**config.mk**
```make
export PLATFORM = sky130hd
export DESIGN_NAME = column_melt_wipe_offsets
export DESIGN_NICKNAME = d
export VERILOG_FILES = /design/src/design/cmw_pkg.sv /design/src/design/column_melt_wipe_offsets.sv /design/src/design/cmw_ram.sv /design/src/design/cmw_melt_step.sv
export SDC_FILE = /design/constraint.sdc
export NUM_CORES = 2
export LEC_CHECK = 0
export ABC_AREA = 1
export BUFFER_PORTS_ARGS = -buffer_cell sky130_fd_sc_hd__buf_2
export CAP_MARGIN = 20
export CORE_UTILIZATION = 45
export CTS_CLUSTER_DIAMETER = 30
export DETAILED_ROUTE_END_ITERATION = 7
export SLEW_MARGIN = 20
export SYNTH_ARGS = -nofsm -noshare
export SYNTH_HDL_FRONTEND = slang
export SYNTH_SLANG_ARGS = --single-unit
```
**constraint.sdc**
```tcl
create_clock -name clock -period 9 [get_ports clock]
set_input_delay 0.45 -clock clock [delete_from_list [all_inputs] [get_ports clock]]
set_output_delay 0.45 -clock clock [all_outputs]
set_load 0.05 [all_outputs]
```
**src/design/cmw_pkg.sv**
```systemverilog
// Shared types, codes and constants of the column melt wipe offset engine.
// No dependencies; imported by the top level and the melt step unit.
package cmw_pkg;

   // slide offset of one column, signed
   typedef logic signed [9:0] offset_type;

   // step result handed from the melt step unit to the sequencer
   typedef struct packed {
      logic       moved;
      offset_type next;
   } step_result_type;

   // item modes
   localparam logic [1:0] MODE_LOAD  = 2'd0;
   localparam logic [1:0] MODE_TICK  = 2'd1;
   localparam logic [1:0] MODE_QUERY = 2'd2;
   localparam logic [1:0] MODE_NOP   = 2'd3;

   // configuration register indexes
   localparam int         CSR_INDEX_W      = 2;
   localparam logic [1:0] REG_COLUMN_COUNT = 2'd0;
   localparam logic [1:0] REG_SCREEN_HGT   = 2'd1;

   // reset values of the configuration registers
   localparam logic [8:0] COLUMN_COUNT_RST = 9'd160;
   localparam logic [8:0] SCREEN_HGT_RST   = 9'd200;

   // melt constants
   localparam logic signed [10:0] FAST_LIMIT  = 11'sd16;
   localparam logic signed [10:0] SLOW_STEP   = 11'sd8;
   localparam logic signed [10:0] LOAD_WRAP   = -11'sd16;
   localparam logic signed [10:0] LOAD_FLOOR  = -11'sd15;

   // remainder of a byte by three, folding base-four digits
   function automatic logic [1:0] mod3_byte(input logic [7:0] value);
      logic [3:0] digit_sum;
      logic [2:0] fold;
      logic [2:0] rem;
      digit_sum = {2'b00, value[1:0]} + {2'b00, value[3:2]}
                + {2'b00, value[5:4]} + {2'b00, value[7:6]};
      fold = {1'b0, digit_sum[1:0]} + {1'b0, digit_sum[3:2]};
      if (fold >= 3'd6) begin
         rem = fold - 3'd6;
      end else if (fold >= 3'd3) begin
         rem = fold - 3'd3;
      end else begin
         rem = fold;
      end
      return rem[1:0];
   endfunction

endpackage

```
**src/design/column_melt_wipe_offsets.sv**
```systemverilog
// Top level of the column melt wipe offset engine: sequencer, offset RAM,
// melt step unit. Depends on cmw_pkg, cmw_ram and cmw_melt_step.
//
// Usage: request words enter on req_* (valid/stall), one response word per
// request leaves on rsp_* (valid/stall). csr_* writes the column count
// (index 0) and screen height (index 1); csr_ready is always high; writes
// must be made while the block is idle, which the block does not enforce.
// One request is worked at a time; req_stall is high from acceptance until
// its response is loaded into the output register. The offset RAM has one
// read and one write port with registered read; the sequencer steps are:
//   load: read previous column, write new offset, reply; no operation or
//   load with no columns in use: reply; query: read column, output, reply
//   tick: per pass, each column a read state and an update state through
//   the shared melt step unit, then read column, output, reply
// A new request is taken while the previous response still waits; the
// response of that request waits in the sequencer until the output register
// is free, so a stalled receiver simply holds the block.
// Reset (synchronous) restores column count 160, height 200, load pointer
// and finished flag to zero; offsets are undefined until loaded.
module column_melt_wipe_offsets #(
   parameter int MAX_COLUMNS = 256,
   parameter int MAX_ROWS    = 256
) (
   input  logic                           clock,
   input  logic                           reset,
   // request channel
   input  logic                           req_valid,
   output logic                           req_stall,
   input  logic [1:0]                     req_mode,
   input  logic [7:0]                     req_random_byte,
   input  logic [7:0]                     req_tick_count,
   input  logic [7:0]                     req_query_column,
   input  logic [7:0]                     req_query_row,
   // response channel
   output logic                           rsp_valid,
   input  logic                           rsp_stall,
   output logic                           rsp_from_end_screen,
   output logic [7:0]                     rsp_source_row,
   output logic                           rsp_finished,
   output logic signed [9:0]              rsp_column_offset,
   // configuration write channel
   input  logic                           csr_valid,
   output logic                           csr_ready,
   input  logic [cmw_pkg::CSR_INDEX_W-1:0] csr_index,
   input  logic [8:0]                     csr_data
);
   import cmw_pkg::*;

   localparam int DEPTH     = (MAX_COLUMNS > 256) ? 256 : MAX_COLUMNS;
   localparam int ADDR_W    = $clog2(DEPTH);
   localparam int ROW_LIMIT = (MAX_ROWS > 511) ? 511 : MAX_ROWS;
   localparam logic [8:0] COL_CAP = 9'(DEPTH);
   localparam logic [8:0] ROW_CAP = 9'(ROW_LIMIT);

   // sequencer states
   localparam logic [2:0] S_IDLE    = 3'd0;
   localparam logic [2:0] S_LOAD_RD = 3'd1;
   localparam logic [2:0] S_LOAD_WR = 3'd2;
   localparam logic [2:0] S_TICK_RD = 3'd3;
   localparam logic [2:0] S_TICK_WR = 3'd4;
   localparam logic [2:0] S_COL_RD  = 3'd5;
   localparam logic [2:0] S_COL_OUT = 3'd6;
   localparam logic [2:0] S_REPLY   = 3'd7;

   logic [2:0]  state_ff, state_in;
   logic [8:0]  col_count_ff, col_count_in;
   logic [8:0]  height_ff, height_in;
   logic [7:0]  load_ptr_ff, load_ptr_in;
   logic        done_ff, done_in;
   logic        moved_ff, moved_in;
   logic [7:0]  pass_ff, pass_in;
   logic [8:0]  idx_ff, idx_in;
   // captured request word
   logic [1:0]  mode_ff, mode_in;
   logic [7:0]  rnd_ff, rnd_in;
   logic [7:0]  col_ff, col_in;
   logic [7:0]  row_ff, row_in;
   logic [7:0]  lp_ff, lp_in;
   // staged result
   logic        res_end_ff, res_end_in;
   logic [7:0]  res_row_ff, res_row_in;
   offset_type  res_ofs_ff, res_ofs_in;
   // output register
   logic        rsp_valid_ff, rsp_valid_in;
   logic        rsp_end_ff, rsp_end_in;
   logic [7:0]  rsp_row_ff, rsp_row_in;
   logic        rsp_fin_ff, rsp_fin_in;
   offset_type  rsp_ofs_ff, rsp_ofs_in;

   logic [8:0]        cnt;
   logic [8:0]        hgt;
   logic [7:0]        p_eff;
   logic [7:0]        p_prev;
   logic [8:0]        p_next;
   logic              col_in_use;
   logic              req_accept;
   logic              out_free;
   logic              ram_wr_en;
   logic [ADDR_W-1:0] ram_wr_addr;
   offset_type        ram_wr_data;
   logic [ADDR_W-1:0] ram_rd_addr;
   logic [9:0]        ram_rd_data;
   offset_type        rd_ofs;
   step_result_type   step;
   logic signed [10:0] load_sum;
   logic signed [10:0] rd_ext;

   // columns and rows in use
   assign cnt = (col_count_ff > COL_CAP) ? COL_CAP : col_count_ff;
   assign hgt = (height_ff > ROW_CAP) ? ROW_CAP : height_ff;

   assign req_stall  = (state_ff != S_IDLE);
   assign req_accept = req_valid && !req_stall;
   assign csr_ready  = 1'b1;
   assign out_free   = !rsp_valid_ff || !rsp_stall;

   assign p_eff      = ({1'b0, load_ptr_ff} >= cnt) ? 8'd0 : load_ptr_ff;
   assign p_prev     = lp_ff - 8'd1;
   assign p_next     = {1'b0, lp_ff} + 9'd1;
   assign col_in_use = ({1'b0, col_ff} < cnt);
   assign rd_ofs     = offset_type'(ram_rd_data);
   assign rd_ext     = {rd_ofs[9], rd_ofs};

   // offset store
   cmw_ram #(
      .WIDTH (10),
      .DEPTH (DEPTH)
   ) u_ram (
      .clock   (clock),
      .wr_en   (ram_wr_en),
      .wr_addr (ram_wr_addr),
      .wr_data (ram_wr_data),
      .rd_addr (ram_rd_addr),
      .rd_data (ram_rd_data)
   );

   // shared melt step unit
   cmw_melt_step u_step (
      .offset (rd_ofs),
      .height (hgt),
      .result (step)
   );

   // read address select
   always_comb begin
      case (state_ff)
         S_LOAD_RD: ram_rd_addr = p_prev[ADDR_W-1:0];
         S_TICK_RD: ram_rd_addr = idx_ff[ADDR_W-1:0];
         default:   ram_rd_addr = col_ff[ADDR_W-1:0];
      endcase
   end

   // new load offset from the previous column
   always_comb begin
      load_sum = rd_ext + {9'd0, mod3_byte(rnd_ff)} - 11'sd1;
   end

   // sequencer
   always_comb begin
      state_in     = state_ff;
      col_count_in = col_count_ff;
      height_in    = height_ff;
      load_ptr_in  = load_ptr_ff;
      done_in      = done_ff;
      moved_in     = moved_ff;
      pass_in      = pass_ff;
      idx_in       = idx_ff;
      mode_in      = mode_ff;
      rnd_in       = rnd_ff;
      col_in       = col_ff;
      row_in       = row_ff;
      lp_in        = lp_ff;
      res_end_in   = res_end_ff;
      res_row_in   = res_row_ff;
      res_ofs_in   = res_ofs_ff;
      rsp_valid_in = rsp_valid_ff && rsp_stall;
      rsp_end_in   = rsp_end_ff;
      rsp_row_in   = rsp_row_ff;
      rsp_fin_in   = rsp_fin_ff;
      rsp_ofs_in   = rsp_ofs_ff;
      ram_wr_en    = 1'b0;
      ram_wr_addr  = idx_ff[ADDR_W-1:0];
      ram_wr_data  = step.next;

      // configuration writes
      if (csr_valid) begin
         case (csr_index)
            REG_COLUMN_COUNT: col_count_in = csr_data;
            REG_SCREEN_HGT:   height_in    = csr_data;
            default:          ;
         endcase
      end

      case (state_ff)
         S_IDLE: begin
            if (req_accept) begin
               mode_in    = req_mode;
               rnd_in     = req_random_byte;
               col_in     = req_query_column;
               row_in     = req_query_row;
               lp_in      = p_eff;
               pass_in    = req_tick_count;
               idx_in     = 9'd0;
               moved_in   = 1'b0;
               res_end_in = 1'b0;
               res_row_in = 8'd0;
               res_ofs_in = '0;
               case (req_mode)
                  MODE_LOAD: begin
                     state_in = (cnt == 9'd0) ? S_REPLY : S_LOAD_RD;
                  end
                  MODE_TICK: begin
                     if (cnt == 9'd0 || req_tick_count == 8'd0) begin
                        state_in = S_COL_RD;
                     end else begin
                        state_in = S_TICK_RD;
                     end
                  end
                  MODE_QUERY: state_in = S_COL_RD;
                  default:    state_in = S_REPLY;
               endcase
            end
         end
         S_LOAD_RD: begin
            state_in = S_LOAD_WR;
         end
         S_LOAD_WR: begin
            if (lp_ff == 8'd0) begin
               res_ofs_in = -offset_type'({6'd0, rnd_ff[3:0]});
            end else if (load_sum > 11'sd0) begin
               res_ofs_in = '0;
            end else if (load_sum == LOAD_WRAP) begin
               res_ofs_in = LOAD_FLOOR[9:0];
            end else begin
               res_ofs_in = load_sum[9:0];
            end
            ram_wr_en   = 1'b1;
            ram_wr_addr = lp_ff[ADDR_W-1:0];
            ram_wr_data = res_ofs_in;
            load_ptr_in = (p_next >= cnt) ? 8'd0 : p_next[7:0];
            state_in    = S_REPLY;
         end
         S_TICK_RD: begin
            state_in = S_TICK_WR;
         end
         S_TICK_WR: begin
            ram_wr_en = step.moved;
            moved_in  = moved_ff || step.moved;
            if (idx_ff + 9'd1 == cnt) begin
               idx_in  = 9'd0;
               pass_in = pass_ff - 8'd1;
               state_in = (pass_ff == 8'd1) ? S_COL_RD : S_TICK_RD;
            end else begin
               idx_in   = idx_ff + 9'd1;
               state_in = S_TICK_RD;
            end
         end
         S_COL_RD: begin
            if (mode_ff == MODE_TICK) begin
               done_in = !moved_ff;
            end
            state_in = S_COL_OUT;
         end
         S_COL_OUT: begin
            if (mode_ff == MODE_QUERY) begin
               res_row_in = row_ff;
               if (col_in_use) begin
                  res_ofs_in = rd_ofs;
                  if (rd_ext >= 11'sd0) begin
                     if ({3'd0, row_ff} < rd_ext) begin
                        res_end_in = 1'b1;
                     end else begin
                        res_row_in = row_ff - rd_ofs[7:0];
                     end
                  end
               end
            end else begin
               res_ofs_in = col_in_use ? rd_ofs : '0;
            end
            state_in = S_REPLY;
         end
         S_REPLY: begin
            if (out_free) begin
               rsp_valid_in = 1'b1;
               rsp_end_in   = res_end_ff;
               rsp_row_in   = res_row_ff;
               rsp_fin_in   = done_ff;
               rsp_ofs_in   = res_ofs_ff;
               state_in     = S_IDLE;
            end
         end
         default: begin
            state_in = S_IDLE;
         end
      endcase
   end

   // control registers
   always_ff @(posedge clock) begin
      if (reset) begin
         state_ff     <= S_IDLE;
         col_count_ff <= COLUMN_COUNT_RST;
         height_ff    <= SCREEN_HGT_RST;
         load_ptr_ff  <= 8'd0;
         done_ff      <= 1'b0;
         rsp_valid_ff <= 1'b0;
      end else begin
         state_ff     <= state_in;
         col_count_ff <= col_count_in;
         height_ff    <= height_in;
         load_ptr_ff  <= load_ptr_in;
         done_ff      <= done_in;
         rsp_valid_ff <= rsp_valid_in;
      end
   end

   // working and payload registers
   always_ff @(posedge clock) begin
      moved_ff   <= moved_in;
      pass_ff    <= pass_in;
      idx_ff     <= idx_in;
      mode_ff    <= mode_in;
      rnd_ff     <= rnd_in;
      col_ff     <= col_in;
      row_ff     <= row_in;
      lp_ff      <= lp_in;
      res_end_ff <= res_end_in;
      res_row_ff <= res_row_in;
      res_ofs_ff <= res_ofs_in;
      rsp_end_ff <= rsp_end_in;
      rsp_row_ff <= rsp_row_in;
      rsp_fin_ff <= rsp_fin_in;
      rsp_ofs_ff <= rsp_ofs_in;
   end

   assign rsp_valid           = rsp_valid_ff;
   assign rsp_from_end_screen = rsp_end_ff;
   assign rsp_source_row      = rsp_row_ff;
   assign rsp_finished        = rsp_fin_ff;
   assign rsp_column_offset   = rsp_ofs_ff;

endmodule

```
**src/design/cmw_ram.sv**
```systemverilog
// Generic single-write, single-read RAM with registered read data.
// No dependencies; holds the per-column slide offsets.
module cmw_ram #(
   parameter int WIDTH = 10,
   parameter int DEPTH = 256
) (
   input  logic                     clock,
   input  logic                     wr_en,
   input  logic [$clog2(DEPTH)-1:0] wr_addr,
   input  logic [WIDTH-1:0]         wr_data,
   input  logic [$clog2(DEPTH)-1:0] rd_addr,
   output logic [WIDTH-1:0]         rd_data
);

   logic [WIDTH-1:0] mem_ff [DEPTH];
   logic [WIDTH-1:0] rd_data_ff;

   // write port and registered read port
   always_ff @(posedge clock) begin
      if (wr_en) begin
         mem_ff[wr_addr] <= wr_data;
      end
      rd_data_ff <= mem_ff[rd_addr];
   end

   assign rd_data = rd_data_ff;

endmodule

```
**src/design/cmw_melt_step.sv**
```systemverilog
// One melt step of one column offset against the screen height.
// Depends on cmw_pkg for the offset and step result types.
module cmw_melt_step (
   input  cmw_pkg::offset_type      offset,
   input  logic [8:0]               height,
   output cmw_pkg::step_result_type result
);
   import cmw_pkg::*;

   logic signed [10:0] ofs_ext;
   logic signed [10:0] hgt_ext;
   logic signed [10:0] delta;
   logic signed [10:0] sum;

   // step 1 below zero, else offset+1 under fast limit, else slow step
   always_comb begin
      ofs_ext = {offset[9], offset};
      hgt_ext = {2'b00, height};
      delta   = (ofs_ext < FAST_LIMIT) ? ofs_ext + 11'sd1 : SLOW_STEP;
      sum     = ofs_ext + delta;
      result.moved = 1'b0;
      result.next  = offset;
      if (ofs_ext < 11'sd0) begin
         result.moved = 1'b1;
         result.next  = offset + 10'sd1;
      end else if (ofs_ext < hgt_ext) begin
         result.moved = 1'b1;
         result.next  = (sum >= hgt_ext) ? hgt_ext[9:0] : sum[9:0];
      end
   end

endmodule

```
==> run_results.csv <==
group,metric,value,unit
timing,worst_pin_slew,1.21,ns
cts,root_buffer,"clkbuf_16",
yosys,synth_area_per_cell,10.9,sq um
yosys,async_flop_share,0,%
final_layout,stdcell_count,15400,
routing,via_count,87400,
cts,cts_tree,"yes",
placed_design,port_buffers,71,
global_route,grt_max_degree,168,
yosys,yosys-top-cells-area,"edfxtp_1 (66%), nand3_1 (11%), nand2_1 (6.9%), nand3b_1 (4.7%), inv_1 (3.8%)",
setup_path,worstPathMaxFanout,88,
yosys,synthFlopType,"edfxtp_1",
hold_path,hp-class,"in2reg",
pwr,ir_drop,371,uV
yosys,synth_edf_count,2651,
cts,clk_pin_slew,0.04,ns
yosys,seq_area_frac_synth,66.4,%
floorplanning,core_area,0.268,sq mm
setup_path,crit_top_cell,"nand2_1",
setup_path,cp.arrival,8.63,ns
timing,hold_ws,0.0910,ns
yosys,synth-compound-area-share,1.67,%
timing,setup_tns,0,ns
routing,wl_per_cell,24.4,um
timing,fin_crit_sh,87.9,%
global_route,grt_usage,27.3,%
placed_design,placed_area,0.126,sq mm
pwr,cellPowerDensity,399,mW/mm^2
yosys,synthTopCellsByCount,"edfxtp_1 (2651), nand3_1 (2586), nand2_1 (2214)",
placed_design,post-place-cells,14300,
timing,setup_viol,0,
timing,relSlewSlack,19.1,%
cts,cts_setup_buffers,0,
yosys,yosys.area_share.xor_xnor,0.260,%
placed_design,hpwl,204,mm
global_route,antenna_found_initial,13,
timing,rsz0062_at_grt,"no",
global_route,busiest_layer,"met2",
cts,clkLatencyLatePin,1.00,ns
floorplanning,die_x,521,um
yosys,synth_cell_type_count,52,
run,maxCapViolations,0,
global_route,grt_overflow,0,
yosys,synth_top_family_by_area,"simple AND/OR/NAND/NOR gates",
timing,clock_skew,0.0911,ns
status,status,"completed",
routing,drc,0,
yosys,synth-simple-area-share,23.8,%
final_layout,fin_nets,11500,
cts,cts-buffers-inserted,583,
yosys,yosysMostFrequentCell,"edfxtp_1",
yosys,syn-num-nets,11300,
setup_path,cp.required,9.72,ns
final_layout,final_util,54.7,%
final_layout,drive_gt1_share,11.8,%
timing,max_freq,0.126,GHz
final_layout,syn_to_final_growth,21.0,%
timing,slew_violations,0,
routing,antenna_left,0,
global_route,grt_pass1_wl,554,mm
global_route,use_met2,42.5,%
floorplanning,start_util,45.2,%
cts,cts_max_level,6,
yosys,synth_warnings,0,
routing,drt_first_pass_iters,8,
global_route,grt_pass1_vias,84200,
timing,hold_viol_final,0,
final_layout,fin_area,0.146,sq mm
setup_path,path_class,"reg2reg",
setup_path,cp_slowest_cell,"fa_1",
routing,drt-initial-drc-count,10300,
timing,fin_crit,7.91,ns
placed_design,routabilityCongestion,0.885,
setup_path,cp-end-kind,"flip-flop",
yosys,synth_cells,11100,
floorplanning,io_pins,73,
yosys,synth_area_leader_cell,"edfxtp_1",
cts,cts.sinks,2692,
setup_path,cp-start-kind,"flip-flop",
yosys,synth_top_area_share,65.7,%
floorplanning,dieArea,0.271,sq mm
floorplanning,die_y,521,um
yosys,ys_ff_latch,2692,
yosys,netlist_area,0.121,sq mm
routing,via_per_inst,5.67,
global_route,use_met1,37.1,%
routing,drt-total-wl,377,mm
yosys,synthAdderAreaFrac,1.09,%
yosys,synthMuxAreaShare,0,%
cts,cts.path.max_buffers,4,
pwr,power.leakage,57.0,nW
setup_path,max_stage_delay,0.57,ns
global_route,met3_usage,5.82,%
floorplanning,rows,190,
routing by layer:
layer / wire length [um] / vias to the layer above
li1: - / 39300
met1: 153000 / 43000
met2: 174000 / 4360
met3: 35000 / 783
met4: 14000 / 4
met5: 24 / -
through the flow:
| step | power [W] | setup slack (ns) |
|---|---|---|
| 3_5_place_dp | 0.0367 | 1.19 |
| 4_1_cts | 0.0585 | 1.16 |
| 6_report | 0.0585 | 1.09 |
| 2_1_floorplan | 0.0294 | -0.590 |
| 3_3_place_gp | 0.0364 | 0.828 |
| 5_1_grt | 0.0606 | 0.566 |
power breakdown:
group | total, W | internal (W) | switching (W)
sequential | 0.0193 | 0.0191 | 0.000204
combinational | 0.0173 | 0.00392 | 0.0134
clock | 0.0218 | 0.0150 | 0.00680
repair_timing:
item	4_1_cts	5_1_grt
hold buffers	55	0
hold endpoints to repair	64	0
gates resized for setup	0	0
cell families (layout without fill, tap and decap cells):
| logic type | Yosys count | after routing |
|---|---|---|
| adder cells (fa/ha/maj) | 101 | 101 |
| XOR/XNOR | 36 | 36 |
| flip-flops | 2692 | 2692 |
| AO/OA/AOI/OAI | 317 | 317 |
| AND/OR/NAND/NOR | 6009 | 6009 |
| other | 1 | 6 |
| buffers and inverters | 1971 | 2692 |
critical path: cells and delay by family, from the launching register on:
kind | cells | cell delay [ns]
DFF | 1 | 0.43
AOI/OAI and AO/OA | 5 | 0.99
and+or+nand+nor | 11 | 1.69
buffers and inverters | 5 | 0.51
adders and majority gates | 10 | 3.61
xor gates and xnor gates | 1 | 0.26
cell type report:
class	instances	area (sq um)
fillers	22200	121000
repair buffers	426	3950
diodes	5	12.5
clock buffers	665	15200
well taps	3552	4440
flip-flops and latches	2692	80400
multi-input cells	6464	32900
clock inverters	370	4840
inverters	1231	4640
sequential cells by signal, summed over array words and instances (netlist names), 2 cells and up:
signal / flops
col_count_ff: 9
load_ptr_ff: 8
mode_ff: 2
rnd_ff: 8
row_ff: 8
res_row_ff: 8
u_ram.rd_data: 10
res_ofs_ff: 10
pass_ff: 8
col_ff: 8
u_ram.mem_ff: 2560
lp_ff: 8
idx_ff: 9
rsp_column_offset: 10
rsp_source_row: 8
state_ff: 3
height_ff: 9
cell usage in the layout (no fill, tap or decap), drive strengths merged, types with 46 or more instances in the layout:
cell type / instances
edfxtp: 2651
nand3: 2589
nand2: 2222
inv: 1252
nand3b: 758
clkbuf: 665
nor2: 389
buf: 371
clkinv: 201
o211ai: 145
bufinv: 102
ha: 94
a21oi: 80
o21ai: 69
dlygate4sd3: 55
clkinvlp: 46
path summary, 6_finish.rpt:
| check | slack [ns] | depth (start not counted) | startpoint | to |
|---|---|---|---|---|
| max reg2reg | 1.09 | 32 | rnd_ff[1] | u_ram.mem_ff[216][5] |
| max | 1.09 | 32 | rnd_ff[1] | u_ram.mem_ff[216][5] |
| min reg2reg | 0.42 | 0 | res_row_ff[7] | rsp_source_row[7] |
| min | 0.09 | 5 | csr_valid | height_ff[2] |
Power figures use the tool's default switching activity.
